### src/rtl/shared_exclusive_lock_arbiter_top_macros.svh
// assertion macros shared by the lock arbiter rtl
// no dependencies; included by modules that carry assertions
`ifndef SHARED_EXCLUSIVE_LOCK_ARBITER_TOP_MACROS_SVH
`define SHARED_EXCLUSIVE_LOCK_ARBITER_TOP_MACROS_SVH
`ifndef SYNTHESIS
`define SELA_ASSERT_IMPLY(label, clk, rst_n, ante, cons) \
	label: assert property (@(posedge clk) disable iff (!rst_n) (ante) |-> (cons)) \
		else $error("lock arbiter assertion failed");
`define SELA_ASSERT_NEXT(label, clk, rst_n, ante, cons) \
	label: assert property (@(posedge clk) disable iff (!rst_n) (ante) |=> (cons)) \
		else $error("lock arbiter assertion failed");
`else
`define SELA_ASSERT_IMPLY(label, clk, rst_n, ante, cons)
`define SELA_ASSERT_NEXT(label, clk, rst_n, ante, cons)
`endif
`endif

### src/rtl/sela_pkg.sv
// package for the shared/exclusive lock arbiter: widths, codes, control structs
// no dependencies
package sela_pkg;

	localparam int RANK_W      = 10;
	localparam int TAG_W       = 64;
	localparam int HOLD_W      = 12;
	localparam int WAIT_DEPTH  = 16;
	localparam int WAIT_AW     = (WAIT_DEPTH > 1) ? $clog2(WAIT_DEPTH) : 1;
	localparam int WAIT_CW     = $clog2(WAIT_DEPTH + 1);
	localparam int ENTRY_W     = RANK_W + 1 + TAG_W;
	localparam int IN_FIELDS_W = RANK_W + 1 + TAG_W + TAG_W + 1;
	localparam int IN_TDATA_W  = ((IN_FIELDS_W + 7) / 8) * 8;
	localparam int OUT_FIELDS_W = RANK_W + TAG_W + 1;
	localparam int OUT_TDATA_W = ((OUT_FIELDS_W + 7) / 8) * 8;

	localparam logic signed [HOLD_W-1:0] HOLD_MAX  = 12'sd2047;
	localparam logic signed [HOLD_W-1:0] HOLD_EXCL = -12'sd1;
	localparam logic [WAIT_CW-1:0] WAIT_FULL = WAIT_CW'(WAIT_DEPTH);
	localparam logic [WAIT_AW-1:0] WAIT_LAST = WAIT_AW'(WAIT_DEPTH - 1);

	typedef enum logic [1:0] {
		CMD_LOCK   = 2'd0,
		CMD_UNLOCK = 2'd1,
		CMD_FLUSH  = 2'd2
	} cmd_t;

	typedef enum logic [2:0] {
		RPL_GRANT       = 3'd0,
		RPL_UNLOCK_ACK  = 3'd1,
		RPL_FLUSH_ACK   = 3'd2,
		RPL_WOULD_BLOCK = 3'd3,
		RPL_QUEUE_FULL  = 3'd4,
		RPL_UNLOCK_ERR  = 3'd5
	} reply_t;

	typedef enum logic [1:0] {
		HOLD_KEEP,
		HOLD_TAKE_IN,
		HOLD_TAKE_HEAD,
		HOLD_RELEASE
	} hold_op_t;

	typedef enum logic [1:0] {
		TAG_HANDLE,
		TAG_SERIAL,
		TAG_PEND
	} tag_sel_t;

	typedef enum logic [2:0] {
		ST_IDLE,
		ST_EVAL,
		ST_DRAIN_RD,
		ST_DRAIN_TAKE,
		ST_DRAIN_WAIT,
		ST_DRAIN_CHK,
		ST_PEND_LAST
	} state_t;

	typedef struct packed {
		logic     in_load;
		logic     emit;
		reply_t   emit_kind;
		tag_sel_t emit_sel;
		logic     emit_last;
		hold_op_t hold_op;
		logic     enq;
		logic     deq;
	} sela_cmd_t;

	typedef struct packed {
		logic [1:0] in_cmd;
		logic       in_pending;
		logic       take_ok;
		logic       q_empty;
		logic       q_full;
		logic       q_last;
		logic       hold_free;
		logic       rel_frees;
		logic       head_fits;
		logic       out_free;
	} sela_status_t;

endpackage

### src/rtl/sela_ram.sv
// generic single-write, single-read ram with registered read data
// no dependencies
module sela_ram #(
	parameter int WIDTH = 8,
	parameter int DEPTH = 16
) (
	input  logic                                     clk,
	input  logic                                     we,
	input  logic [((DEPTH > 1) ? $clog2(DEPTH) : 1)-1:0] waddr,
	input  logic [WIDTH-1:0]                         wdata,
	input  logic [((DEPTH > 1) ? $clog2(DEPTH) : 1)-1:0] raddr,
	output logic [WIDTH-1:0]                         rdata
);

	logic [WIDTH-1:0] mem_q [DEPTH];

	always_ff @(posedge clk) begin
		if (we) begin
			mem_q[waddr] <= wdata;
		end
		rdata <= mem_q[raddr];
	end

endmodule

### src/rtl/sela_dp.sv
// datapath of the lock arbiter: input and output registers, holder count, wait fifo
// depends on sela_pkg, sela_ram and the assertion macro header
`include "shared_exclusive_lock_arbiter_top_macros.svh"
module sela_dp (
	input  logic                          clk,
	input  logic                          arst_n,
	input  logic                          cfg_wr_en,
	input  logic [sela_pkg::RANK_W-1:0]   cfg_wr_data,
	input  logic [1:0]                    in_cmd,
	input  logic [sela_pkg::IN_TDATA_W-1:0] in_data,
	input  logic                          out_ready,
	output logic                          out_valid,
	output logic [sela_pkg::OUT_TDATA_W-1:0] out_data,
	output logic [2:0]                    out_kind,
	output logic                          out_last,
	input  sela_pkg::sela_cmd_t           cmd,
	output sela_pkg::sela_status_t        status
);
	import sela_pkg::*;

	logic [RANK_W-1:0]        own_rank_q;
	logic [1:0]               in_cmd_q;
	logic [RANK_W-1:0]        in_src_q;
	logic                     in_kind_q;
	logic [TAG_W-1:0]         in_handle_q;
	logic [TAG_W-1:0]         in_serial_q;
	logic                     in_pending_q;
	logic signed [HOLD_W-1:0] holder_q;
	logic signed [HOLD_W-1:0] holder_d;
	logic [WAIT_AW-1:0]       head_q;
	logic [WAIT_AW-1:0]       tail_q;
	logic [WAIT_CW-1:0]       used_q;
	logic [RANK_W-1:0]        pend_rank_q;
	logic [TAG_W-1:0]         pend_handle_q;
	logic                     out_valid_q;
	logic [RANK_W-1:0]        out_rank_q;
	logic [TAG_W-1:0]         out_tag_q;
	logic                     out_local_q;
	reply_t                   out_kind_q;
	logic                     out_last_q;
	logic [ENTRY_W-1:0]       ram_rdata;
	logic                     head_kind;
	logic                     shared_ok;
	logic [RANK_W-1:0]        emit_rank;
	logic [TAG_W-1:0]         emit_tag;

	sela_ram #(
		.WIDTH(ENTRY_W),
		.DEPTH(WAIT_DEPTH)
	) u_wait_ram (
		.clk  (clk),
		.we   (cmd.enq),
		.waddr(tail_q),
		.wdata({in_handle_q, in_kind_q, in_src_q}),
		.raddr(head_q),
		.rdata(ram_rdata)
	);

	assign head_kind = ram_rdata[RANK_W];
	assign shared_ok = !holder_q[HOLD_W-1] && (holder_q != HOLD_MAX);

	always_comb begin
		status.in_cmd     = in_cmd_q;
		status.in_pending = in_pending_q;
		status.take_ok    = in_kind_q ? (holder_q == '0) : shared_ok;
		status.q_empty    = (used_q == '0);
		status.q_full     = (used_q == WAIT_FULL);
		status.q_last     = (used_q == WAIT_CW'(1));
		status.hold_free  = (holder_q == '0);
		status.rel_frees  = holder_q[HOLD_W-1] || (holder_q == HOLD_W'(1));
		status.head_fits  = head_kind ? (holder_q == '0) : shared_ok;
		status.out_free   = !out_valid_q || out_ready;
	end

	always_comb begin
		unique case (cmd.hold_op)
			HOLD_TAKE_IN:   holder_d = in_kind_q ? HOLD_EXCL : holder_q + HOLD_W'(1);
			HOLD_TAKE_HEAD: holder_d = head_kind ? HOLD_EXCL : holder_q + HOLD_W'(1);
			HOLD_RELEASE:   holder_d = holder_q[HOLD_W-1] ? '0 : holder_q - HOLD_W'(1);
			default:        holder_d = holder_q;
		endcase
	end

	always_comb begin
		unique case (cmd.emit_sel)
			TAG_SERIAL: begin
				emit_rank = in_src_q;
				emit_tag  = in_serial_q;
			end
			TAG_PEND: begin
				emit_rank = pend_rank_q;
				emit_tag  = pend_handle_q;
			end
			default: begin
				emit_rank = in_src_q;
				emit_tag  = in_handle_q;
			end
		endcase
	end

	always_ff @(posedge clk or negedge arst_n) begin
		if (!arst_n) begin
			own_rank_q  <= '0;
			holder_q    <= '0;
			head_q      <= '0;
			tail_q      <= '0;
			used_q      <= '0;
			out_valid_q <= 1'b0;
		end else begin
			if (cfg_wr_en) begin
				own_rank_q <= cfg_wr_data;
			end
			holder_q <= holder_d;
			if (cmd.enq) begin
				tail_q <= (tail_q == WAIT_LAST) ? '0 : tail_q + WAIT_AW'(1);
			end
			if (cmd.deq) begin
				head_q <= (head_q == WAIT_LAST) ? '0 : head_q + WAIT_AW'(1);
			end
			if (cmd.enq && !cmd.deq) begin
				used_q <= used_q + WAIT_CW'(1);
			end else if (cmd.deq && !cmd.enq) begin
				used_q <= used_q - WAIT_CW'(1);
			end
			if (cmd.emit) begin
				out_valid_q <= 1'b1;
			end else if (out_ready) begin
				out_valid_q <= 1'b0;
			end
		end
	end

	always_ff @(posedge clk) begin
		if (cmd.in_load) begin
			in_cmd_q     <= in_cmd;
			in_src_q     <= in_data[RANK_W-1:0];
			in_kind_q    <= in_data[RANK_W];
			in_handle_q  <= in_data[RANK_W+TAG_W:RANK_W+1];
			in_serial_q  <= in_data[RANK_W+2*TAG_W:RANK_W+TAG_W+1];
			in_pending_q <= in_data[RANK_W+2*TAG_W+1];
		end
		if (cmd.deq) begin
			pend_rank_q   <= ram_rdata[RANK_W-1:0];
			pend_handle_q <= ram_rdata[ENTRY_W-1:RANK_W+1];
		end
		if (cmd.emit) begin
			out_rank_q  <= emit_rank;
			out_tag_q   <= emit_tag;
			out_local_q <= (emit_rank == own_rank_q);
			out_kind_q  <= cmd.emit_kind;
			out_last_q  <= cmd.emit_last;
		end
	end

	assign out_valid = out_valid_q;
	assign out_data  = {(OUT_TDATA_W - OUT_FIELDS_W)'(0), out_local_q, out_tag_q, out_rank_q};
	assign out_kind  = out_kind_q;
	assign out_last  = out_last_q;

	`SELA_ASSERT_IMPLY(a_emit_into_free, clk, arst_n, cmd.emit, status.out_free)
	`SELA_ASSERT_IMPLY(a_enq_not_full, clk, arst_n, cmd.enq, !status.q_full)
	`SELA_ASSERT_IMPLY(a_excl_is_minus_one, clk, arst_n, holder_q[HOLD_W-1], holder_q == HOLD_EXCL)
	`SELA_ASSERT_NEXT(a_deq_counts_down, clk, arst_n, cmd.deq && !status.q_empty, used_q == $past(used_q) - WAIT_CW'(1))

endmodule

### src/rtl/sela_ctrl.sv
// controller state machine of the lock arbiter: sequences evaluation and fifo drain
// depends on sela_pkg
module sela_ctrl (
	input  logic                   clk,
	input  logic                   arst_n,
	input  logic                   in_valid,
	output logic                   in_ready,
	input  sela_pkg::sela_status_t status,
	output sela_pkg::sela_cmd_t    cmd
);
	import sela_pkg::*;

	state_t state_q;
	state_t state_d;

	always_ff @(posedge clk or negedge arst_n) begin
		if (!arst_n) begin
			state_q <= ST_IDLE;
		end else begin
			state_q <= state_d;
		end
	end

	always_comb begin
		state_d       = state_q;
		in_ready      = 1'b0;
		cmd.in_load   = 1'b0;
		cmd.emit      = 1'b0;
		cmd.emit_kind = RPL_GRANT;
		cmd.emit_sel  = TAG_HANDLE;
		cmd.emit_last = 1'b1;
		cmd.hold_op   = HOLD_KEEP;
		cmd.enq       = 1'b0;
		cmd.deq       = 1'b0;
		unique case (state_q)
			ST_IDLE: begin
				in_ready    = 1'b1;
				cmd.in_load = in_valid;
				if (in_valid) begin
					state_d = ST_EVAL;
				end
			end
			ST_EVAL: begin
				if (status.out_free) begin
					state_d = ST_IDLE;
					case (status.in_cmd)
						CMD_LOCK: begin
							if (status.take_ok) begin
								cmd.emit    = 1'b1;
								cmd.hold_op = HOLD_TAKE_IN;
							end else if (status.q_full) begin
								cmd.emit      = 1'b1;
								cmd.emit_kind = RPL_QUEUE_FULL;
							end else begin
								cmd.enq = 1'b1;
							end
						end
						CMD_UNLOCK: begin
							cmd.emit = 1'b1;
							if (status.in_pending) begin
								cmd.emit_kind = RPL_WOULD_BLOCK;
							end else if (status.hold_free) begin
								cmd.emit_kind = RPL_UNLOCK_ERR;
							end else begin
								cmd.emit_kind = RPL_UNLOCK_ACK;
								cmd.hold_op   = HOLD_RELEASE;
								cmd.emit_last = !(status.rel_frees && !status.q_empty);
								if (status.rel_frees && !status.q_empty) begin
									state_d = ST_DRAIN_RD;
								end
							end
						end
						CMD_FLUSH: begin
							cmd.emit      = 1'b1;
							cmd.emit_sel  = TAG_SERIAL;
							cmd.emit_kind = status.in_pending ? RPL_WOULD_BLOCK : RPL_FLUSH_ACK;
						end
						default: begin
							cmd.emit = 1'b0;
						end
					endcase
				end
			end
			ST_DRAIN_RD: begin
				state_d = ST_DRAIN_TAKE;
			end
			ST_DRAIN_TAKE: begin
				cmd.deq     = 1'b1;
				cmd.hold_op = HOLD_TAKE_HEAD;
				state_d     = status.q_last ? ST_PEND_LAST : ST_DRAIN_WAIT;
			end
			ST_DRAIN_WAIT: begin
				state_d = ST_DRAIN_CHK;
			end
			ST_DRAIN_CHK: begin
				if (status.out_free) begin
					cmd.emit      = 1'b1;
					cmd.emit_sel  = TAG_PEND;
					cmd.emit_last = !status.head_fits;
					state_d       = status.head_fits ? ST_DRAIN_TAKE : ST_IDLE;
				end
			end
			ST_PEND_LAST: begin
				if (status.out_free) begin
					cmd.emit     = 1'b1;
					cmd.emit_sel = TAG_PEND;
					state_d      = ST_IDLE;
				end
			end
			default: begin
				state_d = ST_IDLE;
			end
		endcase
	end

endmodule

### src/rtl/shared_exclusive_lock_arbiter_top.sv
// top level of the shared/exclusive lock arbiter
// depends on sela_pkg, sela_ctrl and sela_dp
// Target-side reader/writer lock for one shared window with a 16-entry wait fifo.
// A transaction is taken when the block is idle; a lock, flush or plain unlock
// is captured, then evaluated against the holder count. An unlock that frees
// the lock drains waiters one at a time through the registered read of the
// wait ram: each waiter is read, taken from the fifo and then granted. Replies
// stall while m_tready holds back the single output register. No clearing
// pass after reset.
module shared_exclusive_lock_arbiter_top (
	input  logic                             clk,
	input  logic                             arst_n,
	input  logic                             cfg_wr_en,
	input  logic [sela_pkg::RANK_W-1:0]      cfg_wr_data,  // own_rank
	input  logic                             s_tvalid,
	output logic                             s_tready,
	// source_rank, lock_kind, request_handle, flush_serial, fragments_pending
	input  logic [sela_pkg::IN_TDATA_W-1:0]  s_tdata,
	input  logic [1:0]                       s_tuser,      // command
	output logic                             m_tvalid,
	input  logic                             m_tready,
	output logic [sela_pkg::OUT_TDATA_W-1:0] m_tdata,      // dest_rank, reply_tag, is_local
	output logic [2:0]                       m_tuser,      // reply_kind
	output logic                             m_tlast       // last_reply
);
	import sela_pkg::*;

	sela_cmd_t    cmd;
	sela_status_t status;

	sela_ctrl u_ctrl (
		.clk     (clk),
		.arst_n  (arst_n),
		.in_valid(s_tvalid),
		.in_ready(s_tready),
		.status  (status),
		.cmd     (cmd)
	);

	sela_dp u_dp (
		.clk        (clk),
		.arst_n     (arst_n),
		.cfg_wr_en  (cfg_wr_en),
		.cfg_wr_data(cfg_wr_data),
		.in_cmd     (s_tuser),
		.in_data    (s_tdata),
		.out_ready  (m_tready),
		.out_valid  (m_tvalid),
		.out_data   (m_tdata),
		.out_kind   (m_tuser),
		.out_last   (m_tlast),
		.cmd        (cmd),
		.status     (status)
	);

endmodule
### config.mk
export PLATFORM = sky130hd
export DESIGN_NAME = shared_exclusive_lock_arbiter_top
export DESIGN_NICKNAME = d
export VERILOG_FILES = /design/src/rtl/sela_pkg.sv /design/src/rtl/sela_ram.sv /design/src/rtl/sela_dp.sv /design/src/rtl/sela_ctrl.sv /design/src/rtl/shared_exclusive_lock_arbiter_top.sv
export VERILOG_INCLUDE_DIRS = /design/src /design/src/rtl
export SDC_FILE = /design/constraint.sdc
export NUM_CORES = 2
export LEC_CHECK = 0
export BUFFER_PORTS_ARGS = -buffer_cell sky130_fd_sc_hd__buf_2
export CORE_MARGIN = 2
export CORE_UTILIZATION = 35
export CTS_CLUSTER_SIZE = 20
export DETAILED_ROUTE_END_ITERATION = 12
export SETUP_SLACK_MARGIN = 0.15
export SLEW_MARGIN = 25
export SYNTH_ARGS = -nofsm -noshare
export SYNTH_HDL_FRONTEND = slang
export SYNTH_SLANG_ARGS = --single-unit
### constraint.sdc
create_clock -name clk -period 20.6 [get_ports clk]
set_clock_uncertainty 0.05 [all_clocks]
set_input_delay 1.03 -clock clk [delete_from_list [all_inputs] [get_ports clk]]
set_output_delay 1.03 -clock clk [all_outputs]
set_load 0.02 [all_outputs]
==> results.tsv <==
metric	value	unit
ios	247	
crit_path_start	u_dp.holder_q[0]	
critical_path_class	reg2reg	
reg2reg_setup_slack	15.55	ns
finalSetupViolCount	0	
die_h	420	um
antenna_found_initial	13	
start_util	35.2	%
cts.path.max_buffers	3	
async_flop_share	2.42	%
hold_class	in2async	
clkSinkCount	1609	
ir_worst_vdd	0.106	mV
gp_congestion	0.772	
yosysSeqAreaShare	78.3	%
avgRoutedWirePerCell	25.4	um
dieArea	0.176	mm2
drive_gt1_share	22.6	%
postRouteAntennaNets	0	
totalWireLength	151000	um
overflow	0	
worstReg2RegStart	u_dp.holder_q[0]	
critPathRequiredTime	20.97	ns
routed-via-count	30800	
synthMostInstantiatedCell	edfxtp_1	
setup-tns-final	0	ns
ctsRootBufferMaster	clkbuf_16	
cp-end-kind	flop	
period_share	24.5	%
row_count	152	
initialDrtViolationCount	2867	
arrival	5.41	ns
maxSlewViolCount	0	
path_max_fanout	37	
fin_area	0.0700	mm2
drc	0	
synth_edf_count	1495	
status	complete, no violations	
seqPwrFrac	49.0	%
synthToLayoutAreaGrowth	15.8	%
crit_slowest_cell	buf_4	
die_w	420	um
ys_types	75	
place_inst	5633	
crit_top_cell	buf_4	
cap_viol_max_count	0	
coreArea	0.172	mm2
synth_area_leaders	edfxtp_1 (74%), mux4_2 (5.6%), mux2i_1 (3.7%)	
p_sw	2.65	mW
cp-start-kind	flop	
cts_setup_buffers	0	
design.final.nets	3676	
grt_pass1_wl	217000	um
synth_area	0.0605	mm2
clk_latency	0.81	ns
power_leakage	22.8	nW
synth_flop_cell	edfxtp_1	
fillerInstances	15200	
cp_slowest_stage_delay	0.75	ns
timing.rr.end	u_dp.u_wait_ram.mem_q[8][19]	
port_buffers	237	
p_int	6.57	mW
avgSynthCellArea	18.8	um2
power_density	132	mW/mm2
synth_top_area_cell	edfxtp_1	
relSlewSlack	28.0	%
ctsHoldBuffers	0	
cts_tree	yes	
first_pass_iters	5	
grt_max_degree	123	
worstMarginPinSlew	1.08	ns
grt_util_all_layers	17.0	%
netlist_instances	3214	
fin_cells	5949	
grt_pass1_vias	31300	
finalHoldViolCount	0	
postCtsResizedCells	0	
cp_cell_sequence	ha_1, nand4_1, o31ai_1, o211ai_1, nor2_1, nand3b_1, nor2_4, buf_4, buf_4	
yosys_warnings	0	
netlist.area_leader.share	74.2	%
clkPwrFrac	33.3	%
rr_worst_depth	9	
numCtsBuffers	169	
timing.fmax	198	MHz
switching_share	28.7	%
place_hpwl	77300	um
fin_crit	5.05	ns
rsz0062_at_grt	false	
viasPerCell	5.17	
comb_power_share	17.8	%
ys_ff_latch	1609	
ys_top_cells_by_count	edfxtp_1 (1495), o21ai_0 (245), mux2i_1 (226)	
placed_area	0.0643	mm2
clk_pin_slew	0.06	ns
htree_levels	4	
-- registers in the layout (all words and copies together), names as in the netlist --
name                   flops
u_ctrl.state_q             3
u_dp.head_q                4
u_dp.holder_q             12
u_dp.in_cmd_q              2
u_dp.in_handle_q          64
u_dp.in_kind_q             1
u_dp.in_pending_q          1
u_dp.in_serial_q          64
u_dp.in_src_q             10
u_dp.out_kind              3
u_dp.out_last              1
u_dp.out_local_q           1
u_dp.out_rank_q           10
u_dp.out_tag_q            64
u_dp.out_valid             1
u_dp.own_rank_q           10
u_dp.pend_handle_q        64
u_dp.pend_rank_q          10
u_dp.tail_q                4
u_dp.u_wait_ram.mem_q   1200
u_dp.u_wait_ram.rdata     75
u_dp.used_q                5
-- final cells by class --
class	count	area, um2	share of cell area [%]
Sequential cell	1609	47400	67.7
Multi-Input combinational cell	1399	12300	17.6
Clock buffer	226	4600	6.56
Tap cell	2310	2890	4.13
Timing Repair Buffer	290	1650	2.36
Clock inverter	87	1070	1.53
Inverter	27	104	0.148
Antenna cell	1	2.50	0.00357
-- critical path, delay by kind of cell (launching register included) --
family	cells	cell delay, ns
flip-flops	1	0.50
AO/OA/AOI/OAI	2	0.58
buffers and inverters	2	1.33
AND/OR/NAND/NOR	4	1.75
adder cells (fa/ha/maj)	1	0.36
-- power by group through the flow --
stage               clock, mW  combinational (mW)  sequential (mW)
floorplan                   0                1.10             4.51
global placement            0                1.66             4.57
detailed placement          0                1.66             4.59
CTS                      3.13                1.67             4.52
global route             3.25                1.78             4.56
finish                   3.07                1.64             4.51
-- how the worst max path moves through the flow --
stage                     slack, ns                      endpoint  depth (start not counted)
after floorplan               12.51              u_dp.out_kind[0]                          7
after global placement        15.15              u_dp.out_local_q                         13
after detailed placement      15.11              u_dp.out_local_q                         13
after CTS                     15.54  u_dp.u_wait_ram.mem_q[8][27]                          9
after global routing          15.23  u_dp.u_wait_ram.mem_q[8][19]                          9
final                         15.55  u_dp.u_wait_ram.mem_q[8][19]                          9
-- layout by cell type (no fill, tap or decap), types with 17 or more instances in the layout --
cell	Yosys	layout
edfxtp_1	1495	1495
clkinv_2	0	19
mux2_2	92	92
a21oi_1	90	90
buf_2	28	237
buf_4	10	48
clkbuf_16	0	171
nor2_1	31	27
inv_1	27	26
a22oi_1	141	141
clkinv_1	0	20
dfxtp_1	75	75
ha_1	19	17
a221oi_1	75	75
clkbuf_1	110	44
dfrtp_1	39	35
o21ai_0	245	245
nand2_1	174	173
mux4_2	150	150
mux2i_1	226	226
-- per-layer routing --
layer	track usage, %	wire length, um	vias up
met5	0	90	-
met4	5.23	3890	14
met3	3.15	8630	230
met2	28.3	74500	891
met1	22.5	63700	16100
li1	-	-	13500
-- kinds of logic after synthesis --
logic type | after synthesis | share of synthesized area [%]
muxes | 468 | 11.0
and+or+nand+nor | 292 | 2.22
xor gates and xnor gates | 23 | 0.333
other | 1 | 0.00620
buffers and inverters | 210 | 1.49
adders and majority gates | 19 | 0.393
DFF | 1609 | 78.3
AOI/OAI and AO/OA | 592 | 6.19
-- through the flow --
step / hold slack, ns / setup WS (ns) / utilization [%] / power (mW)
after detailed placement: 0.339 / 15.11 / 37.4 / 6.25
after global placement: 0.339 / 15.15 / 37.4 / 6.23
final: 0.270 / 15.55 / 40.8 / 9.22
after CTS: 0.255 / 15.54 / 40.7 / 9.32
after global routing: 0.291 / 15.23 / 40.8 / 9.59
after floorplan: 0.336 / 12.51 / - / 5.61
(Power assumes the default switching activity.)
